--- src/mkls_pkg.sv ---
`timescale 1ns / 1ps
// ----------------------------------------------------------------------------
// Material keyword line scanner package
// Shared types, constants and helpers for the material library scanner.
// ----------------------------------------------------------------------------
package mkls_pkg;

    localparam int NAME_CAPACITY = 256;
    localparam int OFFSET_BITS   = 32;
    localparam int LEN_BITS      = $clog2(NAME_CAPACITY);
    localparam int KEYWORD_LEN   = 6;
    localparam int KI_BITS       = 3;

    localparam logic [7:0] CH_SPACE = 8'h20;
    localparam logic [7:0] CH_TAB   = 8'h09;
    localparam logic [7:0] CH_CR    = 8'h0D;
    localparam logic [7:0] CH_LF    = 8'h0A;
    localparam logic [7:0] CH_HASH  = 8'h23;

    typedef enum logic [1:0] {
        PH_KEYWORD,
        PH_SPACE,
        PH_NAME,
        PH_SKIP
    } t_phase;

    typedef enum logic [1:0] {
        EV_NONE,
        EV_COMMIT,
        EV_DISCARD
    } t_event;

    typedef struct packed {
        logic [7:0] text_byte;
        logic       end_of_text;
    } t_scan_in;

    typedef struct packed {
        logic        name_byte_valid;
        logic [7:0]  name_byte;
        logic [1:0]  record_event;
        logic [31:0] record_offset;
        logic [7:0]  name_length;
        logic        prior_size_valid;
        logic [31:0] prior_size;
        logic        final_size_valid;
        logic [31:0] final_size;
    } t_scan_out;

    // Characters of the keyword "newmtl".
    function automatic logic [7:0] keyword_char(input logic [KI_BITS-1:0] idx);
        logic [7:0] ch;
        case (idx)
            3'd0:    ch = 8'h6E;
            3'd1:    ch = 8'h65;
            3'd2:    ch = 8'h77;
            3'd3:    ch = 8'h6D;
            3'd4:    ch = 8'h74;
            3'd5:    ch = 8'h6C;
            default: ch = 8'h00;
        endcase
        return ch;
    endfunction

endpackage

--- src/material_keyword_line_scanner_unit.sv ---
`timescale 1ns / 1ps
// ----------------------------------------------------------------------------
// Material keyword line scanner
// Scans material library text one byte per request, streams material name
// bytes and reports committed names with their line offsets and sizes.
// ----------------------------------------------------------------------------
// Each accepted request is held in the input register and its result in the result register.
// Throughput: one byte per cycle while the output is not stalled; the scan state
// updates in a single pass from the input register to the result register.
// Reset: synchronous, returns the scanner to keyword matching at offset 0.
// The final byte of a text also returns all scan state to its reset value.
module material_keyword_line_scanner_unit
    import mkls_pkg::*;
(
    input  logic      i_clk,
    input  logic      i_rst_n,
    input  logic      i_valid,
    output logic      o_stall,
    input  t_scan_in  i_req,
    output logic      o_valid,
    input  logic      i_stall,
    output t_scan_out o_rsp
);

    logic                   r_in_valid;
    t_scan_in               r_in;
    logic                   r_out_valid;
    t_scan_out              r_rsp;
    t_scan_out              n_rsp;

    t_phase                 r_phase, n_phase;
    logic [KI_BITS-1:0]     r_ki, n_ki;
    logic [LEN_BITS-1:0]    r_cl, n_cl;
    logic [OFFSET_BITS-1:0] r_pos, n_pos;
    logic [OFFSET_BITS-1:0] r_lso, n_lso;
    logic [OFFSET_BITS-1:0] r_lro, n_lro;
    logic                   r_hr, n_hr;

    logic                   out_free;
    logic                   fire;
    logic [7:0]             b;
    logic                   eot;
    logic                   is_ws;
    logic                   is_sep;
    logic                   kw_match;
    logic                   enter_name;
    logic                   name_end;
    logic                   name_byte;
    logic                   overflow;
    logic                   commit;
    logic [LEN_BITS-1:0]    cl_eff;
    logic [LEN_BITS:0]      name_len;
    logic [LEN_BITS-1:0]    commit_len;
    logic [OFFSET_BITS-1:0] pos_inc;
    logic [OFFSET_BITS-1:0] lro_after;

    assign out_free = !r_out_valid || !i_stall;
    assign fire     = r_in_valid && out_free;
    assign o_stall  = r_in_valid && !out_free;
    assign o_valid  = r_out_valid;
    assign o_rsp    = r_rsp;

    assign b          = r_in.text_byte;
    assign eot        = r_in.end_of_text;
    assign is_sep     = (b == CH_SPACE) || (b == CH_TAB);
    assign is_ws      = is_sep || (b == CH_CR) || (b == CH_LF);
    assign kw_match   = (r_ki < KI_BITS'(KEYWORD_LEN)) && (b == keyword_char(r_ki));
    assign enter_name = (r_phase == PH_NAME) || ((r_phase == PH_SPACE) && !is_ws);
    assign name_end   = enter_name && (is_ws || (b == CH_HASH));
    assign name_byte  = enter_name && !name_end;
    assign cl_eff     = (r_phase == PH_NAME) ? r_cl : '0;
    assign name_len   = {1'b0, cl_eff} + 1'b1;
    assign overflow   = name_byte && (32'(name_len) >= 32'(NAME_CAPACITY));
    assign commit     = name_end || (name_byte && !overflow && eot);
    assign commit_len = name_end ? cl_eff : name_len[LEN_BITS-1:0];
    assign pos_inc    = r_pos + 1'b1;
    assign lro_after  = commit ? r_lso : r_lro;

    always_comb begin
        n_phase = r_phase;
        n_ki    = r_ki;
        n_cl    = r_cl;
        n_lso   = r_lso;
        n_lro   = r_lro;
        n_hr    = r_hr;
        n_pos   = pos_inc;
        case (r_phase)
            PH_KEYWORD: begin
                if (r_ki == '0) begin
                    n_lso = r_pos;
                end
                if (r_ki < KI_BITS'(KEYWORD_LEN)) begin
                    if (kw_match) begin
                        n_ki = r_ki + 1'b1;
                    end else begin
                        n_phase = (b == CH_LF) ? PH_KEYWORD : PH_SKIP;
                        n_ki    = '0;
                    end
                end else if (is_sep) begin
                    n_phase = PH_SPACE;
                    n_ki    = '0;
                end else begin
                    n_phase = (b == CH_LF) ? PH_KEYWORD : PH_SKIP;
                    n_ki    = '0;
                end
            end
            PH_SPACE: begin
                if (!is_ws) begin
                    n_phase = PH_NAME;
                end
            end
            PH_SKIP: begin
                n_phase = (b == CH_LF) ? PH_KEYWORD : PH_SKIP;
                n_ki    = '0;
            end
            default: ;
        endcase
        if (name_end) begin
            n_cl    = '0;
            n_phase = (b == CH_LF) ? PH_KEYWORD : PH_SKIP;
            n_ki    = '0;
        end else if (overflow) begin
            n_cl    = '0;
            n_phase = PH_SKIP;
        end else if (name_byte) begin
            n_cl = name_len[LEN_BITS-1:0];
        end
        if (commit) begin
            n_lro = r_lso;
            n_hr  = 1'b1;
        end
        if (eot) begin
            n_phase = PH_KEYWORD;
            n_ki    = '0;
            n_cl    = '0;
            n_pos   = '0;
            n_lso   = '0;
            n_lro   = '0;
            n_hr    = 1'b0;
        end
    end

    always_comb begin
        n_rsp                 = '0;
        n_rsp.name_byte_valid = name_byte;
        n_rsp.name_byte       = name_byte ? b : 8'h00;
        if (commit) begin
            n_rsp.record_event     = EV_COMMIT;
            n_rsp.record_offset    = 32'(r_lso);
            n_rsp.name_length      = 8'(commit_len);
            n_rsp.prior_size_valid = r_hr;
            n_rsp.prior_size       = r_hr ? 32'(r_lso - r_lro) : 32'h0;
        end else if (overflow) begin
            n_rsp.record_event  = EV_DISCARD;
            n_rsp.record_offset = 32'(r_lso);
        end else begin
            n_rsp.record_event = EV_NONE;
        end
        if (eot && (r_hr || commit)) begin
            n_rsp.final_size_valid = 1'b1;
            n_rsp.final_size       = 32'(pos_inc - lro_after);
        end
    end

    always_ff @(posedge i_clk) begin
        if (!i_rst_n) begin
            r_in_valid  <= 1'b0;
            r_out_valid <= 1'b0;
            r_phase     <= PH_KEYWORD;
            r_ki        <= '0;
            r_cl        <= '0;
            r_pos       <= '0;
            r_lso       <= '0;
            r_lro       <= '0;
            r_hr        <= 1'b0;
        end else begin
            if (!o_stall) begin
                r_in_valid <= i_valid;
            end
            if (out_free) begin
                r_out_valid <= r_in_valid;
            end
            if (fire) begin
                r_phase <= n_phase;
                r_ki    <= n_ki;
                r_cl    <= n_cl;
                r_pos   <= n_pos;
                r_lso   <= n_lso;
                r_lro   <= n_lro;
                r_hr    <= n_hr;
            end
        end
    end

    always_ff @(posedge i_clk) begin
        if (i_valid && !o_stall) begin
            r_in <= i_req;
        end
        if (fire) begin
            r_rsp <= n_rsp;
        end
    end

    a_discard_has_byte: assert property (@(posedge i_clk) disable iff (!i_rst_n)
        (r_out_valid && (r_rsp.record_event == EV_DISCARD)) |-> r_rsp.name_byte_valid)
        else $error("discard event without a name byte");

    a_prior_only_on_commit: assert property (@(posedge i_clk) disable iff (!i_rst_n)
        (r_out_valid && r_rsp.prior_size_valid) |-> (r_rsp.record_event == EV_COMMIT))
        else $error("prior size reported without a commit");

    a_ki_in_keyword: assert property (@(posedge i_clk) disable iff (!i_rst_n)
        (r_ki != '0) |-> (r_phase == PH_KEYWORD))
        else $error("keyword index set outside keyword phase");

    a_len_in_name: assert property (@(posedge i_clk) disable iff (!i_rst_n)
        (r_cl != '0) |-> (r_phase == PH_NAME))
        else $error("name length held outside name phase");

endmodule
--- config.mk ---
export PLATFORM = sky130hd
export DESIGN_NAME = material_keyword_line_scanner_unit
export DESIGN_NICKNAME = d
export VERILOG_FILES = /design/src/mkls_pkg.sv /design/src/material_keyword_line_scanner_unit.sv
export SDC_FILE = /design/constraint.sdc
export NUM_CORES = 1
export LEC_CHECK = 0
export ABC_CLOCK_PERIOD_IN_PS = 15640
export BUFFER_PORTS_ARGS = -buffer_cell sky130_fd_sc_hd__buf_4
export CORE_MARGIN = 4
export CORE_UTILIZATION = 35
export DETAILED_ROUTE_END_ITERATION = 10
export SYNTH_ARGS = -nofsm -noshare
export SYNTH_HDL_FRONTEND = slang
export SYNTH_SLANG_ARGS = --single-unit
--- constraint.sdc ---
create_clock -name i_clk -period 15.64 [get_ports i_clk]
set_clock_uncertainty 0.2 [all_clocks]
set_input_delay 0.782 -clock i_clk [delete_from_list [all_inputs] [get_ports i_clk]]
set_output_delay 0.782 -clock i_clk [all_outputs]
set_load 0.05 [all_outputs]
==> flow_summary.html <==
<table>
<tr><th>Metric</th><th>Value</th></tr>
<tr><th colspan="2">Run status</th></tr>
<tr><td>Run status</td><td>completed</td></tr>
<tr><th colspan="2">Floorplanning</th></tr>
<tr><td>I/O pin count</td><td>132</td></tr>
<tr><td>Number of standard-cell rows in the floorplan</td><td>71</td></tr>
<tr><td>Die extent in y</td><td>203 µm</td></tr>
<tr><td>Total die area</td><td>41300 µm²</td></tr>
<tr><td>Chip width</td><td>203 µm</td></tr>
<tr><td>Core Area</td><td>37700 µm²</td></tr>
<tr><td>Effective utilization at floorplan</td><td>35.4%</td></tr>
<tr><th colspan="2">Timing</th></tr>
<tr><td>Fmax</td><td>164 MHz</td></tr>
<tr><td>Setup violation total in the final timing report</td><td>0</td></tr>
<tr><td>Worst-case headroom to the max-slew limit</td><td>32.6%</td></tr>
<tr><td>Number of hold-slack violations in the final timing report</td><td>0</td></tr>
<tr><td>Unrepaired setup endpoints after global routing</td><td>false</td></tr>
<tr><td>Shortest period the worst path allows</td><td>6.10 ns</td></tr>
<tr><td>Final cycle utilization of the critical path</td><td>39.0%</td></tr>
<tr><td>Accumulated negative setup slack</td><td>0 ns</td></tr>
<tr><td>Final-report max-slew violation count</td><td>0</td></tr>
<tr><td>Transition time of the tightest slew-check pin</td><td>1.01 ns</td></tr>
<tr><th colspan="2">Global route</th></tr>
<tr><td>First-pass GRT wire length</td><td>55700 µm</td></tr>
<tr><td>Pin count of the biggest net entering global routing</td><td>87</td></tr>
<tr><td>GR Overflow Total</td><td>0</td></tr>
<tr><td>Via count of the first global-routing pass</td><td>10164</td></tr>
<tr><td>Antenna violations before repair</td><td>0</td></tr>
<tr><td>Total global routing track utilization</td><td>16.5%</td></tr>
<tr><th colspan="2">CTS</th></tr>
<tr><td>Number of H-tree levels</td><td>1</td></tr>
<tr><td>Root buffer selected by CTS</td><td>sky130_fd_sc_hd__clkbuf_16</td></tr>
<tr><td>Hold Buf Count CTS</td><td>0</td></tr>
<tr><td>Number of clock buffers inserted by TritonCTS</td><td>28</td></tr>
<tr><td>Clock sink total</td><td>238</td></tr>
<tr><td>Clock transition at the registers of the reported paths</td><td>0.07 ns</td></tr>
<tr><td>Worst skew pair latency</td><td>0.55 ns</td></tr>
<tr><td>Buffers inserted by post-CTS timing repair</td><td>0</td></tr>
<tr><td>Maximum buffer depth of the clock tree</td><td>3</td></tr>
<tr><td>TritonCTS clock tree</td><td>done</td></tr>
<tr><td>Post-cts sizing count</td><td>0</td></tr>
<tr><th colspan="2">Synthesis</th></tr>
<tr><td>Xor-xnor portion of the synthesized cell area</td><td>5.65%</td></tr>
<tr><td>Seq cells post-synth</td><td>238</td></tr>
<tr><td>Synthesized netlist cell count</td><td>1416</td></tr>
<tr><td>Synthesized area divided by synthesized cell count</td><td>9.42 µm²</td></tr>
<tr><td>Commonest register cell after synthesis</td><td>sky130_fd_sc_hd__edfxtp_1</td></tr>
<tr><td>Post-synthesis net count</td><td>1508</td></tr>
<tr><td>Post-synth top cells</td><td>sky130_fd_sc_hd__nor2_1, sky130_fd_sc_hd__edfxtp_1, sky130_fd_sc_hd__dfxtp_1</td></tr>
<tr><td>Multiplexer share of the synthesized area</td><td>0.394%</td></tr>
<tr><td>Synthesis Warnings</td><td>0</td></tr>
<tr><td>Share of Yosys cell area claimed by the top area cell type</td><td>28.4%</td></tr>
<tr><td>Cell type with the highest aggregate area in the netlist</td><td>sky130_fd_sc_hd__edfxtp_1</td></tr>
<tr><td>Most numerous cell in the Yosys netlist</td><td>sky130_fd_sc_hd__nor2_1</td></tr>
<tr><td>Part of the Yosys area used for sequential elements</td><td>45.2%</td></tr>
<tr><td>Dominant combinational cell family by area after synthesis</td><td>compound AO/OA/AOI/OAI gates</td></tr>
<tr><td>Post-synthesis adder-cell area fraction</td><td>7.53%</td></tr>
<tr><td>Synth Cell Area</td><td>13300 µm²</td></tr>
<tr><td>Share of flip-flops with an asynchronous set or reset</td><td>0%</td></tr>
<tr><td>Count of distinct cell types in the synthesized netlist</td><td>73</td></tr>
<tr><td>Basic-gate share of the synthesized area counting and, or, nand and nor cells</td><td>18.4%</td></tr>
<tr><td>Synth Area in Compound Gates</td><td>18.6%</td></tr>
<tr><td>Ranking of synthesized cells by area</td><td>sky130_fd_sc_hd__edfxtp_1, sky130_fd_sc_hd__dfxtp_1, sky130_fd_sc_hd__ha_1, sky130_fd_sc_hd__nor2_1, sky130_fd_sc_hd__a22oi_1</td></tr>
<tr><td>Number of enable-type register cells in the synthesized netlist</td><td>126</td></tr>
<tr><th colspan="2">Critical path</th></tr>
<tr><td>Cell count of the worst reg-to-reg path</td><td>23</td></tr>
<tr><td>Type of origin of the critical path</td><td>flop</td></tr>
<tr><td>Worst path required time</td><td>15.74 ns</td></tr>
<tr><td>Register-to-Register Setup Slack</td><td>9.54 ns</td></tr>
<tr><td>Critical path data arrival time</td><td>6.19 ns</td></tr>
<tr><td>Longest individual stage delay on the worst path</td><td>0.68 ns</td></tr>
<tr><td>Setup crit end kind</td><td>flop</td></tr>
<tr><td>Setup Crit Path Kind</td><td>reg -&gt; reg</td></tr>
<tr><td>Slowest-stage cell, CP</td><td>sky130_fd_sc_hd__buf_4</td></tr>
<tr><td>Maximum fanout count along the critical path</td><td>66</td></tr>
<tr><td>Cell-by-cell trace of the critical path</td><td>inv_1 -&gt; ha_1 -&gt; nand2_1 -&gt; inv_1 -&gt; ha_1 -&gt; nand3_1 -&gt; nor2_1 -&gt; nand4_1 -&gt; nand2_1 -&gt; a21oi_4 -&gt; buf_4 -&gt; mux2_2 -&gt; ha_1 -&gt; fa_1 -&gt; nor2b_1 -&gt; o21a_1 -&gt; a21o_1 -&gt; a211oi_1 -&gt; o211ai_1 -&gt; a211oi_1 -&gt; o31ai_1 -&gt; xnor2_1 -&gt; nor2_1</td></tr>
<tr><td>R2R Path End</td><td>o_rsp[28]$_SDFFCE_PN0P_</td></tr>
<tr><td>Library cell appearing most often on the critical path</td><td>sky130_fd_sc_hd__ha_1</td></tr>
<tr><td>Reg-to-reg startpoint</td><td>r_phase[0]$_SDFFE_PN0P_</td></tr>
<tr><th colspan="2">Power</th></tr>
<tr><td>Leakage dissipation</td><td>0.00607 µW</td></tr>
<tr><td>Switching share of power</td><td>25.2%</td></tr>
<tr><td>Pwr per Cell Area</td><td>94.1 nW/µm²</td></tr>
<tr><td>Portion of total power attributed to the clock network</td><td>45.7%</td></tr>
<tr><td>Cell internal power dissipation</td><td>1110 µW</td></tr>
<tr><td>Relative contribution of combinational cells to total power</td><td>8.4%</td></tr>
<tr><td>Peak supply drop</td><td>0.0796 mV</td></tr>
<tr><td>Net Sw Power</td><td>374 µW</td></tr>
<tr><td>Sequential cell fraction of total power</td><td>45.9%</td></tr>
<tr><th colspan="2">Final layout</th></tr>
<tr><td>Syn-to-layout area delta</td><td>17.9%</td></tr>
<tr><td>Total non-filler cell area in the finished layout</td><td>15700 µm²</td></tr>
<tr><td>Share of final-layout standard cells stronger than drive strength 1</td><td>16.2%</td></tr>
<tr><td>Final net count</td><td>1616</td></tr>
<tr><td>Antenna fix cells</td><td>0</td></tr>
<tr><th colspan="2">Routing</th></tr>
<tr><td>ANT nets after route</td><td>0</td></tr>
<tr><td>Drc violations</td><td>0</td></tr>
<tr><td>Total vias in the final route</td><td>10506</td></tr>
<tr><td>First drt pass iteration count</td><td>5</td></tr>
<tr><td>WL met2</td><td>15200 µm</td></tr>
<tr><td>Vias per cell</td><td>5.11</td></tr>
<tr><td>Average detailed-routed wire length per instance</td><td>17.1 µm</td></tr>
<tr><td>Routed length on met3</td><td>2250 µm</td></tr>
<tr><td>Detailed-route wire length</td><td>35100 µm</td></tr>
<tr><td>Top Layer Used</td><td>met4</td></tr>
<tr><td>DRT met1 WL</td><td>17100 µm</td></tr>
<tr><td>DRT iter0 DRCs</td><td>636</td></tr>
<tr><th colspan="2">Min path</th></tr>
<tr><td>Hold Crit Endpoint</td><td>eot$_DFFE_PP_</td></tr>
<tr><td>Worst Hold Path Cells</td><td>1</td></tr>
<tr><td>Worst min-delay path startpoint</td><td>i_req[0]</td></tr>
<tr><td>Hold crit path type</td><td>in -&gt; reg</td></tr>
<tr><th colspan="2">Placement</th></tr>
<tr><td>Final HPWL from detailed placement</td><td>24500 µm</td></tr>
<tr><td>Routability congestion estimate from global placement</td><td>0.880</td></tr>
<tr><td>IO buf count</td><td>131</td></tr>
<tr><td>Instance area at placement</td><td>14800 µm²</td></tr>
<tr><th colspan="2">Flow run</th></tr>
<tr><td>Max-cap check violation count</td><td>0</td></tr>
</table>
==> sequential cells by signal, summed over array words and instances, names as in the netlist <==
| register | flops |
|---|---|
| o_rsp | 117 |
| r_lro | 32 |
| r_lso | 32 |
| r_pos | 32 |
| b | 8 |
| r_cl | 8 |
| r_ki | 3 |
| r_phase | 2 |
| eot | 1 |
| o_valid | 1 |
| r_hr | 1 |
| r_in_valid | 1 |
==> per-stage QoR <==
stage / total power [µW] / std cells / utilization, % / hold slack (ns) / setup WS [ns]
5_1_grt: 1530 / 2057 / 41.7 / 0.176 / 8.91
4_1_cts: 1500 / 2057 / 41.7 / 0.167 / 9.44
3_5_place_dp: 818 / 2005 / 39.2 / 0.291 / 9.49
2_1_floorplan: 781 / 1416 / - / 0.250 / 9.90
3_3_place_gp: 818 / 2005 / 39.2 / 0.268 / 9.67
6_report: 1480 / 2057 / 41.7 / 0.203 / 9.54
==> logic make-up after synthesis <==
logic type | Yosys count
and+or+nand+nor | 507
AOI/OAI and AO/OA | 370
DFF | 238
buffers and inverters | 131
xor gates and xnor gates | 86
adders and majority gates | 79
muxes | 5
==> cell usage in the layout, fill, tap and decap left out, drive strengths merged, types with 12 or more instances in the layout <==
cell and n:
nor2 222, dfxtp 112, inv 68, a21oi 117
a21o 21, nor2b 48, xnor2 47, nand3 26
and2 41, ha 77, xor2 39, buf 142
and3 21, o21a 12, o21ai 67, edfxtp 126
nor3 26, o22ai 33, clkbuf 31, a22oi 57
nand2 71, clkinv 12
==> power groups by stage <==
stage / Clock [µW] / Combinational, µW / Sequential (µW)
floorplan: 0 / 43.5 / 737
global placement: 0 / 125 / 693
detailed placement: 0 / 125 / 693
CTS: 694 / 125 / 680
global route: 721 / 131 / 681
finish: 676 / 124 / 680
==> layout make-up <==
| type | count | area, µm² |
|---|---|---|
| well taps | 511 | 639 |
| multi-input cells | 1047 | 6780 |
| fillers | 3740 | 21900 |
| inverters | 67 | 258 |
| repair buffers | 142 | 1070 |
| clock inverters | 21 | 224 |
| clock buffers | 31 | 733 |
| flip-flops and latches | 238 | 6030 |
==> layer usage <==
layer  track usage, %  up-vias
li1                 -     5290
met1             24.1     4875
met2             25.7      291
met3             2.66       50
met4             4.31        0
met5                0        -
==> worst max-delay path by stage <==
stage	cells after the start	slack, ns	from	to
global placement	23	9.67	r_phase[0]$_SDFFE_PN0P_	o_rsp[28]$_SDFFCE_PN0P_
CTS	23	9.44	r_phase[0]$_SDFFE_PN0P_	o_rsp[28]$_SDFFCE_PN0P_
global route	23	8.91	r_phase[0]$_SDFFE_PN0P_	o_rsp[28]$_SDFFCE_PN0P_
detailed placement	23	9.49	r_phase[0]$_SDFFE_PN0P_	o_rsp[28]$_SDFFCE_PN0P_
finish	23	9.54	r_phase[0]$_SDFFE_PN0P_	o_rsp[28]$_SDFFCE_PN0P_
floorplan	8	9.90	i_stall	r_pos[22]$_SDFFE_PN0P_
==> worst max-delay path: cells and delay by family, from the launching register on <==
kind | cells | cell delay, ns
AOI/OAI and AO/OA | 7 | 1.99
xor gates and xnor gates | 1 | 0.14
adders and majority gates | 4 | 1.02
buffers and inverters | 3 | 0.85
DFF | 1 | 0.39
muxes | 1 | 0.31
and+or+nand+nor | 7 | 0.91
Power figures use the tool's default switching activity.
